**src/hw/rtl/mfb_pkg.sv**
```systemverilog
`timescale 1ns / 1ps
`default_nettype none

package mfb_pkg;

  localparam int MOTOR_COUNT = 16;
  localparam int SLOT_W = (MOTOR_COUNT > 1) ? $clog2(MOTOR_COUNT) : 1;

  localparam logic [10:0] FIRST_FEEDBACK_ID = 11'd257;
  localparam logic [3:0]  FEEDBACK_LENGTH   = 4'd8;
  localparam logic [12:0] FULL_SCALE        = 13'd4096;
  localparam logic [9:0]  BASE_SPEED_RESET  = 10'd200;
  localparam logic [9:0]  SPEED_SPAN_RESET  = 10'd800;

  // Command codes
  localparam logic CMD_FEEDBACK = 1'b0;
  localparam logic CMD_DRIVE    = 1'b1;

  // Configuration register indexes
  localparam logic REG_BASE_SPEED = 1'b0;
  localparam logic REG_SPEED_SPAN = 1'b1;

  typedef struct packed {
    logic        command;
    logic [10:0] frame_id;
    logic [3:0]  frame_length;
    logic [63:0] frame_payload;
    logic [3:0]  drive_motor;
    logic [12:0] target_position;
  } in_t;

  typedef struct packed {
    logic [3:0]         motor_number;
    logic [10:0]        speed_command;
    logic [11:0]        measured_position;
    logic signed [11:0] measured_velocity;
    logic signed [11:0] measured_current;
  } out_t;

  typedef struct packed {
    logic [11:0] position;
    logic [11:0] velocity;
    logic [11:0] current;
  } entry_t;

endpackage

`default_nettype wire

```
**src/hw/rtl/motor_feedback_table_speed_command_unit.sv**
```systemverilog
// A word goes from accept through the input stage to the result stage.
// Throughput: one word per cycle while the output is not stalled; while a result
// waits, a word is taken only if the input stage is empty.
// A valid feedback frame updates the table when accepted and yields no result.
// Reset (synchronous, active high) clears the table to zero, loads base_speed 200
// and speed_span 800, and empties both stages.
`timescale 1ns / 1ps
`default_nettype none

module motor_feedback_table_speed_command_unit (
  input  wire logic          clk,
  input  wire logic          rst,
  input  wire logic          in_valid,
  output      logic          in_ready,
  input  wire mfb_pkg::in_t  in_data,
  output      logic          out_valid,
  input  wire logic          out_ready,
  output      mfb_pkg::out_t out_data,
  input  wire logic          cfg_we,
  input  wire logic          cfg_index,
  input  wire logic [9:0]    cfg_data
);

  logic [9:0] base_speed;
  logic [9:0] speed_span;

  mfb_pkg::entry_t table_q [mfb_pkg::MOTOR_COUNT];

  logic            s1_valid;
  logic [3:0]      s1_motor;
  logic [12:0]     s1_target;
  mfb_pkg::entry_t s1_entry;

  logic            advance;
  logic            in_accept;
  logic [10:0]     wr_slot;
  logic            wr_en;
  logic [10:0]     rd_slot;
  mfb_pkg::entry_t rd_entry;
  logic [12:0]     target_clamped;
  logic [12:0]     pos_ext;
  logic [12:0]     pos_err;
  logic [22:0]     product;
  logic [10:0]     speed_next;

  assign advance   = !out_valid || out_ready;
  assign in_ready  = !s1_valid || advance;
  assign in_accept = in_valid && in_ready;

  // Feedback frame decode
  assign wr_slot = in_data.frame_id - mfb_pkg::FIRST_FEEDBACK_ID;
  assign wr_en   = in_accept && (in_data.command == mfb_pkg::CMD_FEEDBACK) &&
                   (in_data.frame_length == mfb_pkg::FEEDBACK_LENGTH) &&
                   (in_data.frame_id >= mfb_pkg::FIRST_FEEDBACK_ID) &&
                   (wr_slot < 11'(mfb_pkg::MOTOR_COUNT));

  // Table read; a motor beyond the table reads as zero
  assign rd_slot = {7'd0, in_data.drive_motor};
  always_comb begin
    if (rd_slot < 11'(mfb_pkg::MOTOR_COUNT)) begin
      rd_entry = table_q[rd_slot[mfb_pkg::SLOT_W-1:0]];
    end else begin
      rd_entry = '0;
    end
  end

  always_ff @(posedge clk) begin
    if (rst) begin
      base_speed <= mfb_pkg::BASE_SPEED_RESET;
      speed_span <= mfb_pkg::SPEED_SPAN_RESET;
    end else if (cfg_we) begin
      case (cfg_index)
        mfb_pkg::REG_BASE_SPEED: base_speed <= cfg_data;
        mfb_pkg::REG_SPEED_SPAN: speed_span <= cfg_data;
        default: ;
      endcase
    end
  end

  always_ff @(posedge clk) begin
    if (rst) begin
      for (int i = 0; i < mfb_pkg::MOTOR_COUNT; i++) begin
        table_q[i] <= '0;
      end
    end else if (wr_en) begin
      table_q[wr_slot[mfb_pkg::SLOT_W-1:0]] <= '{
        position: in_data.frame_payload[27:16],
        velocity: in_data.frame_payload[39:28],
        current:  in_data.frame_payload[51:40]
      };
    end
  end

  // Input stage: a full stage holds while the result register is stalled
  always_ff @(posedge clk) begin
    if (rst) begin
      s1_valid <= 1'b0;
    end else if (in_ready) begin
      s1_valid <= in_accept && (in_data.command == mfb_pkg::CMD_DRIVE);
    end
  end

  always_ff @(posedge clk) begin
    if (in_accept && (in_data.command == mfb_pkg::CMD_DRIVE)) begin
      s1_motor  <= in_data.drive_motor;
      s1_target <= in_data.target_position;
      s1_entry  <= rd_entry;
    end
  end

  // Speed command
  assign target_clamped = (s1_target > mfb_pkg::FULL_SCALE) ? mfb_pkg::FULL_SCALE
                                                            : s1_target;
  assign pos_ext    = {1'b0, s1_entry.position};
  assign pos_err    = (target_clamped >= pos_ext) ? (target_clamped - pos_ext)
                                                  : (pos_ext - target_clamped);
  assign product    = 23'(pos_err) * 23'(speed_span);
  assign speed_next = {1'b0, base_speed} + product[22:12];

  always_ff @(posedge clk) begin
    if (rst) begin
      out_valid <= 1'b0;
    end else if (advance) begin
      out_valid <= s1_valid;
    end
  end

  always_ff @(posedge clk) begin
    if (advance && s1_valid) begin
      out_data.motor_number      <= s1_motor;
      out_data.speed_command     <= speed_next;
      out_data.measured_position <= s1_entry.position;
      out_data.measured_velocity <= s1_entry.velocity;
      out_data.measured_current  <= s1_entry.current;
    end
  end

endmodule

`default_nettype wire

```
**config.mk**
```make
export PLATFORM = sky130hd
export DESIGN_NAME = motor_feedback_table_speed_command_unit
export DESIGN_NICKNAME = d
export VERILOG_FILES = /design/src/hw/rtl/mfb_pkg.sv /design/src/hw/rtl/motor_feedback_table_speed_command_unit.sv
export SDC_FILE = /design/constraint.sdc
export NUM_CORES = 1
export LEC_CHECK = 0
export ABC_AREA = 1
export BUFFER_PORTS_ARGS = -buffer_cell sky130_fd_sc_hd__buf_2
export CAP_MARGIN = 20
export CELL_PAD_IN_SITES_DETAIL_PLACEMENT = 0
export CELL_PAD_IN_SITES_GLOBAL_PLACEMENT = 1
export CORE_MARGIN = 3
export CORE_UTILIZATION = 50
export DETAILED_ROUTE_END_ITERATION = 10
export PLACE_DENSITY_LB_ADDON = 0.1
export SYNTH_ARGS = -nofsm -noshare
export SYNTH_HDL_FRONTEND = slang
export SYNTH_SLANG_ARGS = --single-unit
```
**constraint.sdc**
```tcl
create_clock -name clk -period 20.1 [get_ports clk]
set_input_delay 3.015 -clock clk [delete_from_list [all_inputs] [get_ports clk]]
set_output_delay 3.015 -clock clk [all_outputs]
set_load 0.02 [all_outputs]
```
# Word level (Yosys, flattened, before mapping)
# Memory sizes are Yosys's and may differ from the RTL's. A register that Yosys moved wholly into a read port is not among the register bits.
# Cells that the tools add are included.
word_totals:
  output_inout_bits: 53
  inputBits: 113
  ram_bits: 576
  n_memories: 1
  regBits: 90
mem_list:
  columns: ["memory", "depth", "width", "rd", "rd_clocked_by_memory_dff", "write_ports", "line_no", "rtl"]
  rows:
  - ["table_q", 16, 36, 1, 1, 16, "motor_feedback_table_speed_command_unit.sv:27", "mfb_pkg::entry_t table_q [mfb_pkg::MOTOR_COUNT];"]
op_classes:
  n_eq_ne: 1
  mul: 1
  n_lt_le_gt_ge: 5
  n_reduce_logical: 15
  n_mux: 10
  bitwise: 2
  addsub: 4
ops:
  columns: ["operator", "count"]
  rows:
  - ["$mux W36", 1]
  - ["$reduce_or A36 Y1", 1]
  - ["$mux W13", 2]
  - ["$mul A13 B10 Y23", 1]
  - ["$ge A13 B12 Y1", 1]
  - ["$gt A13 B13 Y1 const B", 1]
  - ["$sub A12 B13 Y13", 1]
  - ["$sub A13 B12 Y13", 1]
  - ["$add A10 B11 Y11", 1]
  - ["$ge A11 B9 Y1 const B", 1]
  - ["$lt A11 B5 Y1 const B", 1]
  - ["$sub A11 B9 Y11 const B", 1]
  - ["$logic_and A1 B1 Y1", 7]
  - ["$mux W1", 6]
  - ["$lt A4 B5 Y1 const B", 1]
  - ["$eq A4 B4 Y1 const B", 1]
  - ["$mux W4", 1]
  - ["$reduce_and A2 Y1", 2]
  - ["$logic_not A1 Y1", 3]
  - ["$logic_or A1 B1 Y1", 2]
  - ["$not A1 Y1", 2]

# Depth between registers and ports, before layout
# Gate-level depths: netlist of the first run.
depth:
  depth_word: 13
  mapped_depth: 52
  mapped_depth_nobuf: 51

# Worst setup path before layout of the first run
# Ideal clock, no wire load.
synth_timing:
  path_kind: "flip-flop to flip-flop"
  startpoint: "register s1_target[8]"
  endpoint: "register out_data[45] in the netlist's numbering (data pin)"
  period_less_slack_ps: 8153
  path_stages_with_launch: 51
  arrival_ps: 7896
  n_path_buf: 1
  t_required_ps: 19842
  path_slack_ps: 11947
  cell_sequence: "edfxtp_1 > nor4_1 > nand3_1 > o21ai_1 > nand2_1 > inv_1 > ha_1 > buf_2 > nand2_1 > nor2_1 > nand2_2 > nor2_2 > nor2_2 > nand3_4 > inv_2 > nand2_1 > o221ai_1 > xor2_2 > (+15 left out) > inv_1 > nor2_1 > nor2_1 > o21ai_0 > inv_1 > nand2_1 > xor2_1 > ha_1 > inv_1 > nor2_1 > nor2_1 > o21ai_0 > nand3_1 > nand2_1 > a21oi_1 > nor2_1 > nor2_1 > xnor2_1"
synth_between:
  elab_chain_len: 6
synth_rtl:
  columns: ["item", "line_no", "rtl"]
  rows:
  - ["from (decl)", "motor_feedback_table_speed_command_unit.sv:31", "logic [12:0] s1_target;"]
  - ["from (signal assigned)", "motor_feedback_table_speed_command_unit.sv:106", "s1_target <= in_data.target_position;"]
  - ["$gt A13 B13 Y1", "motor_feedback_table_speed_command_unit.sv:112", "assign target_clamped = (s1_target > mfb_pkg::FULL_SCALE) ? mfb_pkg::FULL_SCALE"]
  - ["$mux W13 *", "motor_feedback_table_speed_command_unit.sv:112", null]
  - ["$sub A12 B13 Y13 (tied with other cells)", "motor_feedback_table_speed_command_unit.sv:116", ": (pos_ext - target_clamped);"]
  - ["$mux W13 *", "motor_feedback_table_speed_command_unit.sv:115", "assign pos_err = (target_clamped >= pos_ext) ? (target_clamped - pos_ext)"]
  - ["$mul A13 B10 Y23 *", "motor_feedback_table_speed_command_unit.sv:117", "assign product = 23'(pos_err) * 23'(speed_span);"]
  - ["$add A10 B11 Y11 *", "motor_feedback_table_speed_command_unit.sv:118", "assign speed_next = {1'b0, base_speed} + product[22:12];"]
  - ["via speed_next[9]", "motor_feedback_table_speed_command_unit.sv:44", "logic [10:0] speed_next;"]
  - ["to (decl)", "motor_feedback_table_speed_command_unit.sv:18", "output mfb_pkg::out_t out_data,"]
# The timed path passes the listed nets; every way through them passes the cells marked *.
# A chain may end at the register's enable or synchronous reset.

# Worst setup path after layout of the first run
layout_timing:
  startpoint: "register s1_target[4]"
  endpoint: "register out_data[45] in the netlist's numbering (data pin)"
# Same word-level chain as after synthesis.

==> run_results.csv, run 1 <==
group,metric,value,unit
critical_path,critical_path_class,"flip-flop to flip-flop",
sta,finalCritPeriodShare,0.511,
sta,finalSetupViolCount,0,
sta,fmax,97.4,MHz
power,leakage,16.2,nW
critical_path,slowest_stage,"xor2_1",
power,pwr-share-clk,0.272,
synth,synth_edf_count,680,
finish,multiInputGateArea,0.0124,sq mm
detailed_routing,drt-initial-drc-count,2532,
synth,ys_ff_latch,702,
grt,grtUsageTotal,0.279,
floorplanning,die_area,0.0742,sq mm
finish,layout_common_cells,"694 x nor2_1, 680 x edfxtp_1, 364 x inv_1",
finish,fin_nets,3641,
synth,syn_nets,3592,
placement,post-place-cells,4209,
synth,synthArstFlopShare,0,
power,pwr-share-seq,0.348,
placement,routabilityCongestion,0.893,
floorplanning,die_h,272,um
grt,grt_pass1_vias,24600,
hold_path,hp-start,"s1_entry[21]$_DFFE_PP_",
power,p_sw,0.00192,W
floorplanning,core,0.0701,sq mm
power,pwr-share-comb,0.380,
grt,antenna_found_initial,4,
critical_path,cp.arrival,10.66,ns
clock_tree,cts_tree,"yes",
grt,grt_pass1_wl,154000,um
sta,fin_skew,0.0326,ns
sta,max_slew_margin,0.221,
clock_tree,post-cts-setup-buffers,0,
floorplanning,dieWidth,272,um
synth,yosys_most_used_dff,"edfxtp_1",
critical_path,critPathMostFrequentCell,"inv_1",
sta,timing.setup.tns,0,ns
grt,grt_max_degree,122,
sta,slew_viol_final,0,
sta,rsz0062_at_grt,"false",
finish,fillers,6129,
sta,min_period,10.27,ns
critical_path,worstSetupEndpointType,"flip-flop",
finish,final_common_cell,"nor2_1",
power,power,0.00513,W
synth,synthCells,3300,
synth,yosysSeqAreaShare,0.588,
detailed_routing,routed_wl,103000,um
power,p_per_area,130,mW/mm^2
power,swShare,0.374,
critical_path,ff2ff_setup_slack,9.83,ns
finish,areaGrowthSynthToFinish,11.1,%
power,cell_internal_pwr,0.00322,W
critical_path,critPathLaunchType,"flip-flop",
critical_path,critPathMaxFanout,15,
clock_tree,clock_sinks,702,
clock_tree,cts_buffer_depth,3,
run_status,status,"finished clean",
detailed_routing,wl_per_cell,23.6,um
critical_path,reg2reg_from,"s1_target[4]$_DFFE_PP_",
clock_tree,numCtsBuffers,77,
job,cap_violations,0,
synth,yosys_warnings,0,
detailed_routing,ant_nets,0,
floorplanning,row_count,97,
sta,worst_slew_pin_slew,1.16,ns
sta,hold_violations,0,
clock_tree,htree_levels,3,
critical_path,cpPeakStageDelay,0.76,ns
floorplanning,start_util,0.505,
finish,layout.cells.non_filler,4355,
detailed_routing,vias,24700,
clock_tree,clk_latency,0.64,ns
placement,io_buffer_count,137,
synth,synth_cell_types,48,
finish,drive_above_1_share,0.101,
hold_path,hp-class,"flip-flop to flip-flop",
floorplanning,io-pin-count,166,
synth,syn_area_per_cell,10.7,sq um
grt,grt_overflow_total,0,
critical_path,crit_path_start,"s1_target[4]$_DFFE_PP_",
detailed_routing,firstDrtPassIters,6,
synth,synthesis.area,0.0355,sq mm
power,ir_worst_vdd,188,uV
clock_tree,clk_pin_slew_worst_paths,0.06,ns
clock_tree,cts_resized,0,
finish,regArea,0.0209,sq mm
detailed_routing,drc_errors,0,
placement,dp_hpwl,57800,um
clock_tree,ctsHoldBuffers,0,
detailed_routing,vias_per_cell,5.68,
critical_path,crit_required,20.49,ns
clock_tree,ctsRootBufferMaster,"clkbuf_16",
synthesized netlist by cell type, types with 10 or more instances:
library cell | instances | area, sq um
nand3_1 | 78 | 390
nand2_1 | 257 | 965
inv_2 | 10 | 37.5
ha_1 | 91 | 1140
xor2_1 | 25 | 219
nand2_2 | 14 | 87.6
clkbuf_1 | 112 | 420
fa_1 | 88 | 1760
o211ai_1 | 147 | 1100
buf_2 | 69 | 345
a21oi_1 | 205 | 1030
nor2_1 | 694 | 2610
inv_1 | 365 | 1370
edfxtp_1 | 680 | 20400
buf_1 | 18 | 67.6
o21ai_0 | 200 | 1000
dfxtp_1 | 22 | 440
nor3_1 | 13 | 65.1
mux2i_1 | 144 | 1440
cell families (layout without fill, tap and decap cells):
group,after synthesis,count (layout),synth area share
flip-flops,702,702,0.588
buffers and inverters,581,694,0.0641
XOR/XNOR,33,33,0.00879
adder cells (fa/ha/maj),179,179,0.0818
other,0,2,0
multiplexers,144,144,0.0406
AND/OR/NAND/NOR,1081,1081,0.122
AO/OA/AOI/OAI,580,580,0.0945
layout make-up:
cell class,instances,share of cell area
well taps,940,0.0299
clock buffers,92,0.0504
inverters,380,0.0363
flip-flops and latches,702,0.530
clock inverters,51,0.0129
repair buffers,171,0.0252
multi-input cells,2017,0.316
diodes,2,0.000127
layer usage:
layer  vias to the layer above  GRT usage  wire length [um]
met5                         -          0                10
met2                       973      0.470             50300
met4                         2      0.106              3700
met3                       226     0.0404              7320
met1                     12200      0.367             41700
li1                      11300          -                 -
worst max-delay path: cells and delay by family, from the launching register on:
kind	cells	cell delay (ns)
adder cells (fa/ha/maj)	8	3.39
AND/OR/NAND/NOR	17	2.51
AO/OA/AOI/OAI	7	1.72
XOR/XNOR	3	1.09
buffers and inverters	10	0.93
flip-flops	1	0.40
power by group through the flow:
stage                     Combinational (W)  Sequential [W]  Clock, W
after CTS                           0.00194         0.00179   0.00142
after detailed placement            0.00192         0.00182         0
after global routing                0.00220         0.00179   0.00148
after floorplan                     0.00136         0.00182         0
after global placement              0.00192         0.00181         0
final                               0.00195         0.00179   0.00140
sequential cells by signal, summed over array words and instances, names as in the netlist:
name	cells
table_q	576
out_data	51
s1_entry	24
s1_target	13
pos_ext	12
base_speed	10
speed_span	10
s1_motor	4
out_valid	1
s1_valid	1
final timing paths:
| check | endpoint | cells after the start |
|---|---|---|
| worst max-delay path | out_data[45]$_DFFE_PP_ | 45 |
| worst max register to register | out_data[45]$_DFFE_PP_ | 45 |
| worst min-delay path | out_data[21]$_DFFE_PP_ | 0 |
| worst min register to register | out_data[21]$_DFFE_PP_ | 0 |
metrics by stage:
stage          cell area (sq um)  setup slack, ns  hold slack (ns)  utilization
6_report                   39400             9.83            0.420        0.561
4_1_cts                    39400             9.82            0.418        0.561
5_1_grt                    39400             9.04            0.428        0.561
2_1_floorplan              35500            11.95            0.400            -
3_3_place_gp               36800             9.91            0.403        0.525
3_5_place_dp               36900             9.83            0.405        0.526
(Power assumes the default switching activity.)
==> run 2: changes to the inputs <==
--- a/config.mk
+++ b/config.mk
@@ -11,7 +11,7 @@
 export CELL_PAD_IN_SITES_DETAIL_PLACEMENT = 0
 export CELL_PAD_IN_SITES_GLOBAL_PLACEMENT = 1
 export CORE_MARGIN = 3
-export CORE_UTILIZATION = 50
+export CORE_UTILIZATION = 45
 export DETAILED_ROUTE_END_ITERATION = 10
 export PLACE_DENSITY_LB_ADDON = 0.1
 export SYNTH_ARGS = -nofsm -noshare
==> constraint.sdc (replaced) <==
create_clock -name clk -period 8.88 [get_ports clk]
set_input_delay 1.332 -clock clk [delete_from_list [all_inputs] [get_ports clk]]
set_output_delay 1.332 -clock clk [all_outputs]
set_load 0.02 [all_outputs]
==> run_results.csv, run 2 (synthesis gave the netlist of run 1 again) <==
group,metric,value,unit
power,p_per_area,316,mW/mm^2
sta,slew_viol_final,0,
grt,grt_pass1_wl,157000,um
hold_path,hold_end,"out_data[48]$_DFFE_PP_",
floorplanning,die_area,0.0822,sq mm
finish,fin_nets,3774,
critical_path,slowest_stage,"fa_1",
placement,dp_hpwl,59400,um
power,ir_worst_vdd,503,uV
power,pwr-share-seq,0.311,
floorplanning,core,0.0777,sq mm
sta,min_period,8.56,ns
sta,hold_violations,0,
detailed_routing,drc_errors,0,
hold_path,min_path_cells,0,
floorplanning,die_h,287,um
sta,worst_slew_pin_slew,1.03,ns
critical_path,crit_required,9.25,ns
power,pwr-share-comb,0.436,
grt,grt_max_degree,183,
critical_path,worstSetupEndpointType,"flip-flop",
power,p_sw,0.00469,W
critical_path,ff2ff_path_depth,46,
critical_path,cp.arrival,8.93,ns
detailed_routing,ant_nets,0,
clock_tree,htree_levels,3,
critical_path,r2r-end,"out_data[46]$_DFFE_PP_",
finish,top_regs,"table_q: 576 flops, out_data: 51 flops, s1_entry: 24 flops",
floorplanning,io-pin-count,166,
critical_path,crit_path_start,"s1_target[4]$_DFFE_PP_",
critical_path,cpPeakStageDelay,0.57,ns
floorplanning,row_count,102,
power,swShare,0.362,
clock_tree,clk_pin_slew_worst_paths,0.06,ns
detailed_routing,routed_wl,106000,um
finish,final_common_cell,"nor2_1",
grt,antenna_found_initial,5,
detailed_routing,vias,25300,
critical_path,critical_path_class,"flip-flop to flip-flop",
hold_path,hp-start,"s1_motor[1]$_DFFE_PP_",
clock_tree,ctsRootBufferMaster,"clkbuf_16",
placement,detailedPlace.worstSlack,-0.207,ns
sta,fin_ws,0.315,ns
detailed_routing,vias_per_cell,5.51,
job,cap_violations,0,
grt,grt_util_met1,0.337,
critical_path,critPathMaxFanout,6,
grt,grt_overflow_total,0,
finish,final_util,0.529,
sta,fmax,117,MHz
clock_tree,cts_tree,"yes",
finish,largest_reg_flops,576,
finish,layout_common_cells,"688 x nor2_1, 680 x edfxtp_1, 354 x inv_1",
sta,finalCritPeriodShare,0.964,
detailed_routing,drt-initial-drc-count,2163,
critical_path,critPathMostFrequentCell,"buf_4",
clock_tree,ctsHoldBuffers,0,
sta,max_slew_margin,0.315,
critical_path,ff2ff_setup_slack,0.32,ns
grt,grt_pass1_vias,25400,
sta,fin_skew,0.0407,ns
grt,top_usage_layer,"met2",
clock_tree,numCtsBuffers,78,
sta,rsz0062_at_grt,"true",
finish,drive_above_1_share,0.158,
critical_path,critPathLaunchType,"flip-flop",
detailed_routing,wl_per_cell,23.0,um
placement,io_buffer_count,137,
finish,areaGrowthSynthToFinish,15.9,%
power,leakage,16.9,nW
sta,whs,0.417,ns
detailed_routing,firstDrtPassIters,6,
floorplanning,start_util,0.456,
run_status,status,"finished clean",
clock_tree,cts_buffer_depth,3,
grt,grt_util_met3,0.0363,
hold_path,hp-class,"flip-flop to flip-flop",
placement,routabilityCongestion,0.915,
power,cell_internal_pwr,0.00827,W
sta,finalSetupViolCount,0,
clock_tree,clk_latency,0.64,ns
floorplanning,dieWidth,287,um
grt,grtUsageTotal,0.256,
grt,met2_usage,0.438,
clock_tree,clock_sinks,702,
power,pwr-share-clk,0.253,
finish,regMostFlops,"table_q",
sta,timing.setup.tns,0,ns
critical_path,reg2reg_from,"s1_target[4]$_DFFE_PP_",
==> run 2: cell types whose count changed in the layout (fill, tap and decap cells not counted), sizes merged <==
cell and delta:
buf +131, clkinv -5, bufinv +3, clkbuf +3, clkinvlp +1, inv -1, nand3 +1
==> run 2: cell type report <==
class | count | area [sq um]
Clock inverter | 49 | 561
Tap cell | 1040 | 1300
Inverter | 380 | 1440
Fill cell | 6831 | 36600
Multi-Input combinational cell | 2018 | 12900
Antenna cell | 2 | 5.00
Sequential cell | 702 | 20900
Timing Repair Buffer | 302 | 1990
Clock buffer | 95 | 2040
==> run 2: power by group through the flow <==
stage / combinational [W] / sequential, W / clock [W]
4_1_cts: 0.00515 / 0.00404 / 0.00333
3_3_place_gp: 0.00504 / 0.00410 / 0
2_1_floorplan: 0.00308 / 0.00413 / 0
5_1_grt: 0.00633 / 0.00406 / 0.00345
3_5_place_dp: 0.00505 / 0.00411 / 0
6_report: 0.00565 / 0.00404 / 0.00328
==> run 2: layer usage <==
layer / wire length [um] / part of all wire
met1: 43400 / 0.41
met2: 51900 / 0.49
met3: 6930 / 0.066
met4: 3290 / 0.031
met5: 13 / 0.00012
==> run 2: through the flow <==
step / instance area, sq um / instances / power, W
2_1_floorplan: 35500 / 3300 / 0.00721
3_3_place_gp: 37800 / 4420 / 0.00914
3_5_place_dp: 37800 / 4420 / 0.00916
4_1_cts: 40500 / 4568 / 0.0125
5_1_grt: 41100 / 4588 / 0.0138
6_report: 41100 / 4588 / 0.0130
==> run 2: critical path, delay by kind of cell (launching register included) <==
kind	cells	cell delay [ns]
XOR/XNOR	3	0.66
AO/OA/AOI/OAI	5	0.68
AND/OR/NAND/NOR	18	2.11
buffers and inverters	12	1.16
flip-flops	1	0.41
adder cells (fa/ha/maj)	8	3.30
==> run 2: worst max-delay path by stage <==
stage                              to
2_1_floorplan  out_data[45]$_DFFE_PP_
3_3_place_gp   out_data[46]$_DFFE_PP_
3_5_place_dp   out_data[46]$_DFFE_PP_
4_1_cts        out_data[46]$_DFFE_PP_
5_1_grt        out_data[46]$_DFFE_PP_
6_report       out_data[46]$_DFFE_PP_
==> run 2: repair_timing <==
action	4_1_cts	5_1_grt
resized for setup	14	103
pin swaps	6	31
gates cloned	0	1
endpoints found under the setup margin	4	9
setup buffers	4	18
==> run 3: changes to the inputs <==
--- a/config.mk
+++ b/config.mk
@@ -10,9 +10,10 @@
 export CAP_MARGIN = 20
 export CELL_PAD_IN_SITES_DETAIL_PLACEMENT = 0
 export CELL_PAD_IN_SITES_GLOBAL_PLACEMENT = 1
-export CORE_MARGIN = 3
 export CORE_UTILIZATION = 45
+export CTS_BUF_LIST = sky130_fd_sc_hd__clkbuf_16
 export DETAILED_ROUTE_END_ITERATION = 10
+export HOLD_SLACK_MARGIN = 0.06
 export PLACE_DENSITY_LB_ADDON = 0.1
 export SYNTH_ARGS = -nofsm -noshare
 export SYNTH_HDL_FRONTEND = slang
==> run_results.csv, run 3 (synthesis gave the netlist of run 1 again) <==
group,metric,value,unit
run_status,status,"finished clean",
critical_path,reg2reg_from,"s1_target[4]$_DFFE_PP_",
sta,finalSetupViolCount,0,
finish,largest_reg_flops,576,
sta,timing.setup.tns,0,ns
power,pwr-share-comb,0.449,
finish,fin_nets,3753,
sta,min_period,8.50,ns
clock_tree,cts_tree,"yes",
detailed_routing,firstDrtPassIters,6,
finish,diodes,0,
sta,fmax,118,MHz
clock_tree,clk_latency,0.65,ns
placement,dp_hpwl,59000,um
floorplanning,row_count,102,
detailed_routing,wl_per_cell,22.7,um
grt,grt_overflow_total,0,
sta,max_slew_margin,0.254,
finish,fillers,6799,
detailed_routing,routed_wl,104000,um
sta,fin_skew,0.0356,ns
critical_path,critical_path_depth,43,
power,ir_worst_vdd,600,uV
placement,io_buffer_count,137,
critical_path,critPathLaunchType,"flip-flop",
detailed_routing,ant_nets,0,
floorplanning,dieWidth,283,um
critical_path,r2r-end,"out_data[46]$_DFFE_PP_",
placement,detailedPlace.worstSlack,-0.166,ns
power,cell_internal_pwr,0.00851,W
clock_tree,htree_levels,3,
sta,worst_slew_pin_slew,1.12,ns
finish,top_regs,"table_q: 576 flops, out_data: 51 flops, s1_entry: 24 flops",
power,leakage,16.9,nW
critical_path,critPathMaxFanout,7,
grt,grt_pass1_wl,154000,um
grt,grt_max_degree,195,
sta,fin_ws,0.384,ns
critical_path,cpPeakStageDelay,0.57,ns
critical_path,crit_required,9.26,ns
grt,grtUsageTotal,0.262,
grt,antenna_found_initial,0,
critical_path,critPathBufInv,10,
detailed_routing,vias,24900,
grt,grt_pass1_vias,24700,
finish,regMostFlops,"table_q",
finish,final_common_cell,"nor2_1",
sta,finalCritPeriodShare,0.957,
floorplanning,io-pin-count,166,
finish,areaGrowthSynthToFinish,15.7,%
floorplanning,core,0.0777,sq mm
power,p_sw,0.00489,W
power,pwr-share-seq,0.302,
sta,hold_violations,0,
clock_tree,ctsRootBufferMaster,"clkbuf_16",
clock_tree,clk_pin_slew_worst_paths,0.06,ns
clock_tree,cts_buffer_depth,3,
floorplanning,start_util,0.456,
sta,slew_viol_final,0,
critical_path,ff2ff_path_depth,43,
critical_path,worstSetupEndpointType,"flip-flop",
critical_path,cp.arrival,8.88,ns
sta,whs,0.420,ns
floorplanning,die_h,283,um
finish,layout_common_cells,"686 x nor2_1, 680 x edfxtp_1, 358 x inv_1",
placement,routabilityCongestion,0.917,
power,swShare,0.365,
detailed_routing,vias_per_cell,5.46,
critical_path,crit_family,"adder cells",
critical_path,crit_path_start,"s1_target[4]$_DFFE_PP_",
clock_tree,ctsHoldBuffers,0,
critical_path,crit_path_end,"out_data[46]$_DFFE_PP_",
critical_path,critical_path_class,"flip-flop to flip-flop",
finish,drive_above_1_share,0.161,
detailed_routing,drc_errors,0,
sta,rsz0062_at_grt,"true",
hold_path,hp-class,"flip-flop to flip-flop",
power,pwr-share-clk,0.250,
clock_tree,numCtsBuffers,78,
critical_path,ff2ff_setup_slack,0.38,ns
clock_tree,clock_sinks,702,
job,cap_violations,0,
critical_path,slowest_stage,"fa_1",
power,p_per_area,326,mW/mm^2
detailed_routing,drt-initial-drc-count,2002,
floorplanning,die_area,0.0799,sq mm
-- run 3: layer usage --
metal	vias up	GRT usage	routed length [um]
li1	11500	-	-
met1	12500	0.343	43900
met2	726	0.461	52500
met3	131	0.0330	5380
met4	0	0.0628	1960
met5	-	0	0
-- run 3: how the worst min path moves through the flow --
stage / from / endpoint / slack (ns) / depth (start not counted)
floorplan: s1_entry[0]$_DFFE_PP_ / out_data[0]$_DFFE_PP_ / 0.40 / 0
global placement: s1_motor[1]$_DFFE_PP_ / out_data[48]$_DFFE_PP_ / 0.40 / 0
detailed placement: s1_motor[0]$_DFFE_PP_ / out_data[47]$_DFFE_PP_ / 0.40 / 0
CTS: s1_motor[0]$_DFFE_PP_ / out_data[47]$_DFFE_PP_ / 0.42 / 0
global route: s1_entry[22]$_DFFE_PP_ / out_data[22]$_DFFE_PP_ / 0.43 / 0
finish: s1_motor[0]$_DFFE_PP_ / out_data[47]$_DFFE_PP_ / 0.42 / 0
-- run 3: cell type report --
class,instances,area [sq um],share of cell area
Sequential cell,702,20900,0.508
Timing Repair Buffer,282,1840,0.0448
Inverter,380,1440,0.0350
Clock buffer,79,1980,0.0482
Tap cell,1040,1300,0.0317
Multi-Input combinational cell,2017,13000,0.316
Clock inverter,60,662,0.0161
-- run 3: timing repair --
action                     4_1_cts  5_1_grt
pin swaps                        6       33
setup endpoints to repair        4        8
resized for setup               12      124
setup buffers                    7       11
cloned                           0        0
-- run 3: through the flow --
stage,area (sq um),utilization,total power [W],instances
after CTS,40400,0.520,0.0125,4549
final,41000,0.528,0.0134,4560
after global placement,37700,0.485,0.00907,4403
after detailed placement,37700,0.485,0.00907,4403
after floorplan,35500,-,0.00721,3300
after global routing,41000,0.528,0.0143,4560
-- run 3: power by group through the flow --
stage	clock network (W)	registers [W]	logic (W)
after global placement	0	0.00410	0.00498
after detailed placement	0	0.00411	0.00497
final	0.00335	0.00404	0.00601
after CTS	0.00340	0.00404	0.00509
after floorplan	0	0.00413	0.00308
after global routing	0.00352	0.00406	0.00673
